## src/lnei_pkg.sv

```systemverilog
`timescale 1ns / 1ps
// Shared constants, word types and a helper function of the lattice neighbour block.
package lnei_pkg;

   localparam int MaxSide     = 64;
   localparam int VIDX_W      = 19;
   localparam int EDGE_W      = 21;
   localparam int DIR_W       = 2;
   localparam int SIDE_W      = 7;
   localparam int COORD_W     = 6;
   localparam int SQ_W        = 13;
   localparam int CUBE_W      = 19;
   localparam int RANGE_W     = CUBE_W + 1;
   localparam int REST_W      = 18;
   localparam int Q1_W        = 12;
   localparam int Q2_W        = 7;
   localparam int R_W         = 8;
   localparam int RECIP_SHIFT = 20;
   localparam int RECIP_W     = RECIP_SHIFT + 1;
   localparam int REM_W       = 7;
   localparam int DIV_STEPS   = RECIP_SHIFT + 1;
   localparam int DIV_CNT_W   = 5;

   localparam int ResetSideInt = 4;
   localparam logic [SIDE_W-1:0]  RESET_SIDE  = SIDE_W'(ResetSideInt);
   localparam logic [SQ_W-1:0]    RESET_SQ    = SQ_W'(ResetSideInt * ResetSideInt);
   localparam logic [CUBE_W-1:0]  RESET_CUBE  =
      CUBE_W'(ResetSideInt * ResetSideInt * ResetSideInt);
   localparam logic [RECIP_W-1:0] RESET_RECIP = RECIP_W'((1 << RECIP_SHIFT) / ResetSideInt);
   localparam logic [SIDE_W-1:0]  MAX_SIDE_V  = SIDE_W'(MaxSide);

   localparam logic [DIR_W-1:0] DIR_XY  = 2'd0;
   localparam logic [DIR_W-1:0] DIR_XZ  = 2'd1;
   localparam logic [DIR_W-1:0] DIR_YZ  = 2'd2;
   localparam logic [DIR_W-1:0] DIR_XYZ = 2'd3;

   typedef struct packed {
      logic [VIDX_W-1:0] vertex_index;
      logic [DIR_W-1:0]  direction;
      logic              negative;
   } req_type;

   typedef struct packed {
      logic [VIDX_W-1:0] neighbour_index;
      logic [EDGE_W-1:0] edge_number;
      logic              index_error;
   } rsp_type;

   typedef struct packed {
      logic [SIDE_W-1:0]  side;
      logic [SQ_W-1:0]    sq;
      logic [CUBE_W-1:0]  cube;
      logic [RECIP_W-1:0] recip;
   } cfg_type;

   typedef struct packed {
      logic              valid;
      logic              err;
      logic              w;
      logic [VIDX_W-1:0] vidx;
      logic [DIR_W-1:0]  dir;
      logic              neg;
   } band_type;

   typedef struct packed {
      band_type                  band;
      logic [2:0][COORD_W-1:0]   crd;
   } coord_type;

   function automatic logic [2:0] paired_of(input logic [DIR_W-1:0] dir);
      logic [2:0] axes;
      case (dir)
         DIR_XY:  axes = 3'b011;
         DIR_XZ:  axes = 3'b101;
         DIR_YZ:  axes = 3'b110;
         DIR_XYZ: axes = 3'b111;
         default: axes = 3'b111;
      endcase
      return axes;
   endfunction

endpackage

```

## src/lattice_neighbour_edge_index.sv

```systemverilog
`timescale 1ns / 1ps
// Neighbour and edge index generator for a periodic two-sublattice 3D lattice.
// Throughput: one word per cycle while busy is low, through the ten-stage divide and re-encode pipeline.
// The receiver cannot stall, so every result word is strobed for exactly one cycle.
// After a side length write, busy stays high while the reciprocal divider runs.
// Reset restores side 4 with its derived values at once and empties the pipeline.
module lattice_neighbour_edge_index (
   input  logic                        clock,
   input  logic                        reset,
   input  logic                        start,
   output logic                        busy,
   input  lnei_pkg::req_type           req_word,
   output logic                        rsp_strobe,
   output lnei_pkg::rsp_type           rsp_word,
   input  logic                        csr_valid,
   output logic                        csr_ready,
   input  logic [lnei_pkg::SIDE_W-1:0] csr_data
);

   lnei_pkg::cfg_type   cfg;
   lnei_pkg::coord_type coord;
   logic                accept;

   assign accept = start & ~busy;

   lnei_cfg u_cfg (
      .clock     (clock),
      .reset     (reset),
      .csr_valid (csr_valid),
      .csr_ready (csr_ready),
      .csr_data  (csr_data),
      .busy      (busy),
      .cfg       (cfg)
   );

   lnei_split u_split (
      .clock    (clock),
      .reset    (reset),
      .accept   (accept),
      .req_word (req_word),
      .cfg      (cfg),
      .coord    (coord)
   );

   lnei_step u_step (
      .clock      (clock),
      .reset      (reset),
      .coord      (coord),
      .cfg        (cfg),
      .rsp_strobe (rsp_strobe),
      .rsp_word   (rsp_word)
   );

endmodule

```

## src/lnei_cfg.sv

```systemverilog
`timescale 1ns / 1ps
// Side length register with derived square, cube and reciprocal of the side.
module lnei_cfg (
   input  logic                        clock,
   input  logic                        reset,
   input  logic                        csr_valid,
   output logic                        csr_ready,
   input  logic [lnei_pkg::SIDE_W-1:0] csr_data,
   output logic                        busy,
   output lnei_pkg::cfg_type           cfg
);

   logic [lnei_pkg::SIDE_W-1:0]    side_ff, side_in;
   logic [lnei_pkg::SQ_W-1:0]      sq_ff, sq_in;
   logic [lnei_pkg::CUBE_W-1:0]    cube_ff, cube_in;
   logic [lnei_pkg::RECIP_W-1:0]   recip_ff, recip_in;
   logic [lnei_pkg::REM_W-1:0]     rem_ff, rem_in;
   logic [lnei_pkg::DIV_CNT_W-1:0] cnt_ff;
   logic [lnei_pkg::REM_W-1:0]     trial;
   logic                           num_bit;
   logic                           fits;
   logic                           write;

   assign csr_ready = 1'b1;
   assign write     = csr_valid & csr_ready;

   always_comb begin
      if (csr_data == '0) begin
         side_in = lnei_pkg::SIDE_W'(1);
      end else if (csr_data > lnei_pkg::MAX_SIDE_V) begin
         side_in = lnei_pkg::MAX_SIDE_V;
      end else begin
         side_in = csr_data;
      end
   end

   assign sq_in   = lnei_pkg::SQ_W'(side_ff * side_ff);
   assign cube_in = lnei_pkg::CUBE_W'(sq_ff * side_ff);

   // Restoring division of a power of two by the side, one quotient bit a cycle.
   assign num_bit  = (cnt_ff == lnei_pkg::DIV_CNT_W'(lnei_pkg::DIV_STEPS));
   assign trial    = {rem_ff[lnei_pkg::REM_W-2:0], num_bit};
   assign fits     = (trial >= side_ff);
   assign rem_in   = fits ? (trial - side_ff) : trial;
   assign recip_in = {recip_ff[lnei_pkg::RECIP_W-2:0], fits};

   always_ff @(posedge clock) begin
      if (reset) begin
         side_ff  <= lnei_pkg::RESET_SIDE;
         sq_ff    <= lnei_pkg::RESET_SQ;
         cube_ff  <= lnei_pkg::RESET_CUBE;
         recip_ff <= lnei_pkg::RESET_RECIP;
         rem_ff   <= '0;
         cnt_ff   <= '0;
      end else begin
         sq_ff   <= sq_in;
         cube_ff <= cube_in;
         if (write) begin
            side_ff  <= side_in;
            recip_ff <= '0;
            rem_ff   <= '0;
            cnt_ff   <= lnei_pkg::DIV_CNT_W'(lnei_pkg::DIV_STEPS);
         end else if (cnt_ff != '0) begin
            recip_ff <= recip_in;
            rem_ff   <= rem_in;
            cnt_ff   <= cnt_ff - 1'b1;
         end
      end
   end

   assign busy      = (cnt_ff != '0);
   assign cfg.side  = side_ff;
   assign cfg.sq    = sq_ff;
   assign cfg.cube  = cube_ff;
   assign cfg.recip = recip_ff;

endmodule

```

## src/lnei_split.sv

```systemverilog
`timescale 1ns / 1ps
// Pipeline that splits a vertex index into sublattice and x, y, z coordinates.
module lnei_split (
   input  logic                clock,
   input  logic                reset,
   input  logic                accept,
   input  lnei_pkg::req_type   req_word,
   input  lnei_pkg::cfg_type   cfg,
   output lnei_pkg::coord_type coord
);

   localparam int P1_W = lnei_pkg::REST_W + lnei_pkg::RECIP_W;
   localparam int P2_W = lnei_pkg::Q1_W + lnei_pkg::RECIP_W;

   lnei_pkg::band_type a_band_ff, a_band_in;
   lnei_pkg::band_type b_band_ff, c_band_ff, d_band_ff, e_band_ff, f_band_ff;
   lnei_pkg::coord_type coord_ff, coord_in;

   logic [lnei_pkg::REST_W-1:0]   a_rest_ff, a_rest_in;
   logic [lnei_pkg::REST_W-1:0]   b_rest_ff, b_q1_ff, b_q1_in;
   logic [lnei_pkg::REST_W-1:0]   c_q1_ff;
   logic [lnei_pkg::R_W-1:0]      c_r1_ff, c_r1_in;
   logic [lnei_pkg::COORD_W-1:0]  d_x_ff, d_x_in, e_x_ff, f_x_ff;
   logic [lnei_pkg::Q1_W-1:0]     d_q1_ff, d_q1_in, e_q1_ff;
   logic [lnei_pkg::Q2_W-1:0]     e_q2_ff, e_q2_in, f_q2_ff;
   logic [lnei_pkg::R_W-1:0]      f_r2_ff, f_r2_in;

   logic [lnei_pkg::RANGE_W-1:0]  twice_cube;
   logic [lnei_pkg::VIDX_W-1:0]   less_cube;
   logic [P1_W-1:0]               prod1;
   logic [lnei_pkg::REST_W-1:0]   back1;
   logic                          fix1;
   logic [P2_W-1:0]               prod2;
   logic [lnei_pkg::Q1_W-1:0]     back2;
   logic                          fix2;

   always_comb begin
      twice_cube      = {cfg.cube, 1'b0};
      less_cube       = req_word.vertex_index - cfg.cube;
      a_band_in.valid = accept;
      a_band_in.err   = ({1'b0, req_word.vertex_index} >= twice_cube);
      a_band_in.w     = (req_word.vertex_index >= cfg.cube);
      a_band_in.vidx  = req_word.vertex_index;
      a_band_in.dir   = req_word.direction;
      a_band_in.neg   = req_word.negative;
      a_rest_in       = a_band_in.w ? lnei_pkg::REST_W'(less_cube)
                                    : lnei_pkg::REST_W'(req_word.vertex_index);
   end

   always_comb begin
      prod1   = P1_W'(a_rest_ff) * P1_W'(cfg.recip);
      b_q1_in = prod1[lnei_pkg::RECIP_SHIFT +: lnei_pkg::REST_W];
   end

   always_comb begin
      back1   = lnei_pkg::REST_W'(b_q1_ff * cfg.side);
      c_r1_in = lnei_pkg::R_W'(b_rest_ff - back1);
   end

   always_comb begin
      fix1    = (c_r1_ff >= lnei_pkg::R_W'(cfg.side));
      d_x_in  = lnei_pkg::COORD_W'(fix1 ? (c_r1_ff - lnei_pkg::R_W'(cfg.side)) : c_r1_ff);
      d_q1_in = lnei_pkg::Q1_W'(c_q1_ff + lnei_pkg::REST_W'(fix1));
   end

   always_comb begin
      prod2   = P2_W'(d_q1_ff) * P2_W'(cfg.recip);
      e_q2_in = prod2[lnei_pkg::RECIP_SHIFT +: lnei_pkg::Q2_W];
   end

   always_comb begin
      back2   = lnei_pkg::Q1_W'(e_q2_ff * cfg.side);
      f_r2_in = lnei_pkg::R_W'(e_q1_ff - back2);
   end

   always_comb begin
      fix2            = (f_r2_ff >= lnei_pkg::R_W'(cfg.side));
      coord_in.band   = f_band_ff;
      coord_in.crd[0] = f_x_ff;
      coord_in.crd[1] = lnei_pkg::COORD_W'(fix2 ? (f_r2_ff - lnei_pkg::R_W'(cfg.side))
                                                : f_r2_ff);
      coord_in.crd[2] = lnei_pkg::COORD_W'(f_q2_ff + lnei_pkg::Q2_W'(fix2));
   end

   always_ff @(posedge clock) begin
      if (reset) begin
         a_band_ff <= '0;
         b_band_ff <= '0;
         c_band_ff <= '0;
         d_band_ff <= '0;
         e_band_ff <= '0;
         f_band_ff <= '0;
         coord_ff  <= '0;
      end else begin
         a_band_ff <= a_band_in;
         b_band_ff <= a_band_ff;
         c_band_ff <= b_band_ff;
         d_band_ff <= c_band_ff;
         e_band_ff <= d_band_ff;
         f_band_ff <= e_band_ff;
         coord_ff  <= coord_in;
      end
   end

   always_ff @(posedge clock) begin
      a_rest_ff <= a_rest_in;
      b_rest_ff <= a_rest_ff;
      b_q1_ff   <= b_q1_in;
      c_q1_ff   <= b_q1_ff;
      c_r1_ff   <= c_r1_in;
      d_x_ff    <= d_x_in;
      d_q1_ff   <= d_q1_in;
      e_x_ff    <= d_x_ff;
      e_q1_ff   <= d_q1_ff;
      e_q2_ff   <= e_q2_in;
      f_x_ff    <= e_x_ff;
      f_q2_ff   <= e_q2_ff;
      f_r2_ff   <= f_r2_in;
   end

   assign coord = coord_ff;

endmodule

```

## src/lnei_step.sv

```systemverilog
`timescale 1ns / 1ps
// Pipeline that steps to the neighbour, re-encodes it and forms the result word.
module lnei_step (
   input  logic                clock,
   input  logic                reset,
   input  lnei_pkg::coord_type coord,
   input  lnei_pkg::cfg_type   cfg,
   output logic                rsp_strobe,
   output lnei_pkg::rsp_type   rsp_word
);

   lnei_pkg::coord_type h_ff, h_in;
   lnei_pkg::band_type  i_band_ff;
   logic [lnei_pkg::COORD_W-1:0] i_x_ff;
   logic [lnei_pkg::SQ_W-1:0]    i_ymul_ff, i_ymul_in;
   logic [lnei_pkg::CUBE_W-1:0]  i_zmul_ff, i_zmul_in;
   logic [lnei_pkg::CUBE_W-1:0]  i_wpart_ff, i_wpart_in;
   logic                         strobe_ff;
   lnei_pkg::rsp_type            rsp_ff, rsp_in;

   logic [2:0]                   paired;
   logic [lnei_pkg::SIDE_W-1:0]  up_sum;
   logic                         move;
   logic [lnei_pkg::VIDX_W-1:0]  nb;
   logic [lnei_pkg::VIDX_W-1:0]  base;

   always_comb begin
      paired      = lnei_pkg::paired_of(coord.band.dir);
      h_in.band   = coord.band;
      h_in.band.w = ~coord.band.w;
      h_in.crd    = coord.crd;
      up_sum      = '0;
      move        = 1'b0;
      for (int a = 0; a < 3; a++) begin
         move   = paired[a] ^ coord.band.neg ^ ~coord.band.w;
         up_sum = {1'b0, coord.crd[a]} + 1'b1;
         if (move) begin
            if (coord.band.w) begin
               h_in.crd[a] = (up_sum >= cfg.side) ? '0 : lnei_pkg::COORD_W'(up_sum);
            end else begin
               h_in.crd[a] = (coord.crd[a] == '0) ? lnei_pkg::COORD_W'(cfg.side - 1'b1)
                                                  : coord.crd[a] - 1'b1;
            end
         end
      end
   end

   always_comb begin
      i_ymul_in  = lnei_pkg::SQ_W'(h_ff.crd[1] * cfg.side);
      i_zmul_in  = lnei_pkg::CUBE_W'(h_ff.crd[2] * cfg.sq);
      i_wpart_in = h_ff.band.w ? cfg.cube : '0;
   end

   always_comb begin
      nb   = lnei_pkg::VIDX_W'(i_x_ff) + lnei_pkg::VIDX_W'(i_ymul_ff)
           + i_zmul_ff + i_wpart_ff;
      base = i_band_ff.neg ? nb : i_band_ff.vidx;
      if (i_band_ff.err) begin
         rsp_in.neighbour_index = '0;
         rsp_in.edge_number     = '0;
         rsp_in.index_error     = 1'b1;
      end else begin
         rsp_in.neighbour_index = nb;
         rsp_in.edge_number     = {base, i_band_ff.dir};
         rsp_in.index_error     = 1'b0;
      end
   end

   always_ff @(posedge clock) begin
      if (reset) begin
         h_ff      <= '0;
         i_band_ff <= '0;
         strobe_ff <= 1'b0;
      end else begin
         h_ff      <= h_in;
         i_band_ff <= h_ff.band;
         strobe_ff <= i_band_ff.valid;
      end
   end

   always_ff @(posedge clock) begin
      i_x_ff     <= h_ff.crd[0];
      i_ymul_ff  <= i_ymul_in;
      i_zmul_ff  <= i_zmul_in;
      i_wpart_ff <= i_wpart_in;
      rsp_ff     <= rsp_in;
   end

   assign rsp_strobe = strobe_ff;
   assign rsp_word   = rsp_ff;

endmodule

```

## config.mk

```make
export PLATFORM = sky130hd
export DESIGN_NAME = lattice_neighbour_edge_index
export DESIGN_NICKNAME = d
export VERILOG_FILES = /design/src/lnei_pkg.sv /design/src/lattice_neighbour_edge_index.sv /design/src/lnei_cfg.sv /design/src/lnei_split.sv /design/src/lnei_step.sv
export SDC_FILE = /design/constraint.sdc
export NUM_CORES = 2
export LEC_CHECK = 0
export ABC_AREA = 1
export BUFFER_PORTS_ARGS = -buffer_cell sky130_fd_sc_hd__buf_4
export CORE_ASPECT_RATIO = 0.9
export CORE_UTILIZATION = 35
export CTS_CLUSTER_SIZE = 28
export DETAILED_ROUTE_END_ITERATION = 10
export GPL_ROUTABILITY_DRIVEN = 0
export PLACE_DENSITY_LB_ADDON = 0.3
export SLEW_MARGIN = 20
export SYNTH_ARGS = -nofsm -noshare
export SYNTH_HDL_FRONTEND = slang
export SYNTH_SLANG_ARGS = --single-unit
export TNS_END_PERCENT = 20
```

## constraint.sdc

```tcl
create_clock -name clock -period 10.99 [get_ports clock]
set_input_delay 1.099 -clock clock [delete_from_list [all_inputs] [get_ports clock]]
set_output_delay 1.099 -clock clock [all_outputs]
set_load 0.01 [all_outputs]
```

### Yosys cells after proc, flatten, opt, wreduce, memory -nomap -nowiden

Cells that the tools add are included.

| operators by class | value |
|---|---|
| add/sub/neg operators | 19 |
| $lt $le $gt $ge | 9 |
| reduce and logical (&&, ||, !) cells | 8 |
| multipliers | 8 |
| equal/unequal tests | 4 |
| bitwise operators | 9 |
| mux-type cells | 25 |

Operators with widths:

| operator | count |
|---|---|
| two-way mux 6 bit | 15 |
| two-way mux 19 bit | 3 |
| adder 19 bit | 2 |
| multiplier 18 x 21 -> 38 bit | 1 |
| >= comparator 7 bit | 4 |
| multiplier 12 x 21 -> 27 bit | 1 |
| subtractor 6 x 1 -> 6 bit, second input constant | 4 |
| adder 6 x 1 -> 7 bit, second input constant | 3 |
| >= comparator 19 x 20 -> 1 bit | 1 |
| >= comparator 19 bit | 1 |
| multiplier 13 x 7 -> 19 bit | 1 |
| multiplier 6 x 13 -> 19 bit | 1 |
| logical NOT 6 bit | 3 |
| multiplier 18 x 7 -> 8 bit | 1 |
| two-way mux 18 bit | 1 |
| subtractor 18 bit | 1 |
| subtractor 6 bit | 3 |
| >= comparator 8 x 7 -> 1 bit | 2 |
| subtractor 8 bit | 2 |
| adder 6 x 13 -> 14 bit | 1 |
| two-way mux 7 bit | 2 |
| multiplier 6 x 7 -> 13 bit | 1 |
| multiplier 7 x 7 -> 13 bit | 1 |
| adder 12 x 1 -> 12 bit | 1 |
| 18 further kinds | 26 |

| storage, ports and cells | value |
|---|---|
| output and inout port bits | 44 |
| word-level logic and storage cells | 170 |
| register bits | 553 |

### Depth between registers and ports, before layout

| logic depth | value |
|---|---|
| depth after elaboration | 5 |
| mapped depth | 29 |
| gate-level depth less buffers | 27 |

### Cells and area by module

Synthesis repeated with hierarchy kept, for this count alone.

| unflattened totals | value |
|---|---|
| cell total of the unflattened synthesis | 6,693 |
| area total of the unflattened synthesis | 50,199.4 um2 |

By module, submodules not included:

| module | area each (um2) | cells each | times used |
|---|---|---|---|
| lnei_split | 31,499.0 | 4,103 | 1 |
| lnei_step | 11,820.1 | 1,618 | 1 |
| lnei_cfg | 6,870.3 | 970 | 1 |
| lattice_neighbour_edge_index | 10.0 | 2 | 1 |

### Worst setup path before layout

OpenSTA, ideal clock, no wires.

| path | value |
|---|---|
| path kind | flip-flop to flip-flop |
| from | register u_cfg.recip_ff[15] (netlist bit) |
| to | register u_split.b_q1_ff[10] (netlist bit) |
| cell stages (with the launch flop) | 24 |
| clock period less this slack | 5.450 ns |
| path buffers | 2 |
| required time | 10.878 ns |
| data arrival time | 5.337 ns |
| library setup time | 0.112 ns |
| slack | 5.540 ns |
| cell sequence | dfxtp_1 clkbuf_1 buf_1 nand2_1 fa_1 inv_1 fa_1 inv_1 fa_1 inv_1 fa_1 fa_1 inv_1 fa_1 inv_1 ha_1 nand2_1 nor2_1 inv_1 nor2_1 nand2_1 o21bai_1 nand3_1 nand2_1 |

| on the way | value |
|---|---|
| word-level cells in the longest chain between the ends | 1 |

Ends and longest elaborated chain:

| item | line | text |
|---|---|---|
| from (decl) | lnei_cfg.sv:16 | `logic [lnei_pkg::RECIP_W-1:0] recip_ff, recip_in;` |
| from (signal assigned) | lnei_cfg.sv:52 | `recip_ff <= lnei_pkg::RESET_RECIP;` |
| from (signal assigned) | lnei_cfg.sv:64 | `recip_ff <= recip_in;` |
| multiplier 18 x 21 -> 38 bit | lnei_split.sv:51 | `prod1 = P1_W'(a_rest_ff) * P1_W'(cfg.recip);` |
| via u_split.prod1[30] | lnei_split.sv:30 | `logic [P1_W-1:0] prod1;` |
| to (signal assigned) | lnei_split.sv:108 | `b_q1_ff <= b_q1_in;` |
| to (decl) | lnei_split.sv:20 | `logic [lnei_pkg::REST_W-1:0] b_rest_ff, b_q1_ff, b_q1_in;` |

The timed path passes the listed nets, and every way through them passes these cells.
A chain may end at the register's enable or synchronous reset.

### Final worst setup path

| path | value |
|---|---|
| from | register u_split.a_rest_ff[11] (netlist bit) |
| to | register u_split.b_q1_ff[10] (netlist bit) |

| on the way | value |
|---|---|
| word-level cells in the longest chain between the ends | 1 |

Ends and longest elaborated chain:

| item | line | text |
|---|---|---|
| from (decl) | lnei_split.sv:19 | `logic [lnei_pkg::REST_W-1:0] a_rest_ff, a_rest_in;` |
| from (signal assigned) | lnei_split.sv:106 | `a_rest_ff <= a_rest_in;` |
| multiplier 18 x 21 -> 38 bit | lnei_split.sv:51 |  |
| via u_split.prod1[30] | lnei_split.sv:30 |  |

The timed path passes the listed nets, and every way through them passes these cells.

==> results by group <==
Clock network
  – CTS buffer count: 57
  – Clock root cell: clkbuf_16
  – Post-CTS Setup Bufs: 0
  – Hold-fix buffers, CTS: 0
  – Worst-path clk slew: roughly 0.060 ns
  – Cts repair resizes: 0
  – Num Clock Sinks: ~550
  – TritonCTS clock tree: built
  – Clk Latency, worst-skew pair: 0.66 ns
  – H-tree lvl count: 2
  – CTS Buffer Depth: 3

Setup path
  – CP Data Required Time: about 12 ns
  – Crit-path cells: nand2_1 -> fa_1 -> inv_1 -> fa_1 -> fa_1 -> fa_1 -> fa_1 -> inv_1 -> fa_1 -> inv_1 -> ha_1 -> a21oi_1 -> o21ai_0 -> o21bai_1 -> a21oi_1 -> nand2_1 -> nand2_1 -> nand2_1
  – Critical path capture point: u_split.b_q1_ff[10]
  – R2r setup slk: about 5 ns
  – Reg2Reg Launch Point: u_split.a_rest_ff[11]
  – Worst R2R End: u_split.b_q1_ff[10]
  – Crit Path Category: reg -> reg
  – Max stage delay on crit path: 0.99 ns
  – Arrival @ worst endpoint: 6.44 ns
  – Most used cell along the critical path: fa_1
  – Startpoint Class: flip-flop
  – Critical path origin: u_split.a_rest_ff[11]
  – Worst r2r path cells: 18
  – Slowest cell on the critical path: dfxtp_1
  – Worst setup EP type: flip-flop
  – Crit-path max FO: 22

Yosys
  – Most used DFF post-synth: dfxtp_1
  – Post-synthesis cell count: 6532
  – FF+latch count, synth: 546
  – Syn Std Cell Area: slightly below 50000 sq um
  – Yosys warns: 0
  – Number of flops mapped to enable cells by yosys: 0
  – Register area share after synthesis: 0.221
  – Synth async-reset ratio: 0
  – Distinct cells, synth: 55
  – Synth Area per Inst: around 7.6 sq um
  – Cell taking the most area after synthesis: fa_1
  – Top area cells in the synthesized netlist: fa_1 26%, dfxtp_1 22%, inv_1 13%
  – Share of Yosys cell area claimed by the top area cell type: 0.259

Layout
  – Multi-input logic area: 31200 sq um
  – Final Util: 0.385
  – Layout cells sized above 1: 0.0378
  – Commonest cells after routing, fill and taps aside: 1724 x inv_1, 1540 x nand2_1, 641 x fa_1
  – Synth-to-layout area growth: 8.82%
  – Antenna diode count: 0
  – Commonest non-fill, non-tap cell in the layout: inv_1
  – Fin nets: 7546
  – Fill cells: 14.6k
  – Seq. cell area: ~11000 sq um

Timing
  – # setup viols final: 0
  – Fin. Hold Viols: 0
  – Setup tns final: 0 ns
  – Worst clock skew: 0.0724 ns
  – Final max-slew violation count: 0
  – Tightest Pin Transition: ~1.1 ns
  – Post-layout min period: approximately 6 ns
  – Final hold slack: around 0.27 ns
  – RSZ-0062 raised after global routing: false
  – Final WS setup: roughly 5.1 ns
  – Final period util: 0.537
  – Worst slew margin: 0.255
  – FMAX: 169 MHz

Drt
  – Detailed-route vias per instance: 4.57
  – Post-route DRC: 0
  – Wire length per cell: between 10 and 15 um
  – Starting DRT DRC Count: ~2.4k
  – Post-Route WL: around 120 mm
  – Vias: roughly 38k
  – Antenna Nets Post-Route: 0
  – DR pass1 iterations: 5

Die
  – Die area: around 140000 sq um
  – Die height: around 360 um
  – Die width: between 300 and 400 um
  – Core area: roughly 140000 sq um
  – Starting Density: 0.354
  – Ports: 77
  – FP Rows: 130

Global routing
  – Largest net degree at the start of global routing: 190
  – Vias in the first global route: approximately 40k
  – Total track usage: 0.176
  – First-pass GRT wire length: around 200 mm
  – Initial antenna violation count: 4
  – Remaining global-route overflow: 0

Min path
  – Tightest Hold Check Type: reg -> reg

Placement
  – Pre-CTS setup slack: a little over 5 ns
  – DP HPWL: between 90 and 100 mm
  – IO Port Bufs: 75

Run status
  – Status: completed

Power
  – Pwr dens: approximately 140 nW/um^2
  – Leak Pwr: ~29 nW
  – Peak VDD IR: about 0.00014 V
  – Power Total: roughly 7.3 mW

Job
  – Max Cap Viol: 0
==> final cells by class <==
| class | instances | area share |
|---|---|---|
| Timing Repair Buffer | 123 | 0.0175 |
| Clock inverter | 26 | 0.00771 |
| Clock buffer | 79 | 0.0297 |
| Multi-Input combinational cell | 4029 | 0.579 |
| Inverter | 1728 | 0.120 |
| Tap cell | 1848 | 0.0429 |
| Sequential cell | 546 | 0.203 |
==> metrics by stage <==
stage / cells / cell area, sq um
floorplan: 6536 / 49500
global placement: 8274 / 51900
detailed placement: 8274 / 51900
CTS: 8379 / 53900
global route: 8379 / 53900
finish: 8379 / 53900
==> synth_stat cells (all sizes together), types with 34 or more instances <==
cell       n
a21oi    228
buf       51
clkbuf   182
dfxtp    546
fa       641
ha       387
inv     1727
nand2   1541
nand3    205
nand4     51
nor2     485
nor3      34
o21ai    157
xnor2     43
xor2     114
==> cell families (layout without fill, tap and decap cells) <==
family,after synthesis,count (layout),share of synthesized area
adders and majority gates,1028,1028,0.357
and+or+nand+nor,2349,2349,0.190
other,2,6,0.000152
AOI/OAI and AO/OA,489,489,0.0547
xor gates and xnor gates,157,157,0.0279
DFF,546,546,0.221
buffers and inverters,1961,1956,0.150
==> sequential cells by signal, indices dropped and copies added (netlist names), 19 cells and up <==
| signal | flops |
|---|---|
| u_split.e_band_ff | 25 |
| u_cfg.recip_ff | 21 |
| u_split.d_band_ff | 25 |
| u_step.i_band_ff | 24 |
| u_split.c_band_ff | 25 |
| u_step.i_wpart_ff | 19 |
| u_split.b_band_ff | 25 |
| u_cfg.cube_ff | 19 |
| u_split.a_band_ff | 25 |
| u_step.h_ff | 43 |
| u_split.coord | 43 |
| u_split.coord_in | 25 |
| u_step.rsp_word | 41 |
| u_step.i_zmul_ff | 19 |
==> layer usage <==
| metal | global-route usage | vias up | part of all wire |
|---|---|---|---|
| li1 | - | 18992 | - |
| met1 | 0.234 | 18204 | 0.45 |
| met5 | 0 | - | 0 |
| met3 | 0.0202 | 162 | 0.052 |
| met2 | 0.303 | 895 | 0.48 |
| met4 | 0.0439 | 0 | 0.023 |
==> power by group <==
part	internal, mW	switching, mW	leakage, nW
Combinational	0.948	1.62	23.8
Clock	1.19	0.857	0.968
Sequential	2.29	0.405	4.48
==> worst min-delay path by stage <==
stage	startpoint	depth (start not counted)	slack, ns	to
5_1_grt	u_split.d_x_ff[3]	0	0.28	u_split.e_x_ff[3]
2_1_floorplan	u_split.b_q1_ff[10]	0	0.31	u_split.c_q1_ff[10]
3_5_place_dp	u_split.b_q1_ff[10]	0	0.31	u_split.c_q1_ff[10]
6_report	u_split.d_x_ff[2]	0	0.27	u_split.e_x_ff[2]
3_3_place_gp	u_split.d_x_ff[5]	0	0.31	u_split.e_x_ff[5]
4_1_cts	u_split.d_x_ff[2]	0	0.26	u_split.e_x_ff[2]
==> critical path: cells and delay by family (launching register included) <==
family | cells | cell delay [ns]
AO/OA/AOI/OAI | 4 | 0.77
buffers and inverters | 3 | 0.14
flip-flops | 1 | 0.99
AND/OR/NAND/NOR | 4 | 0.37
adder cells (fa/ha/maj) | 7 | 3.50
(Power assumes the default switching activity.)
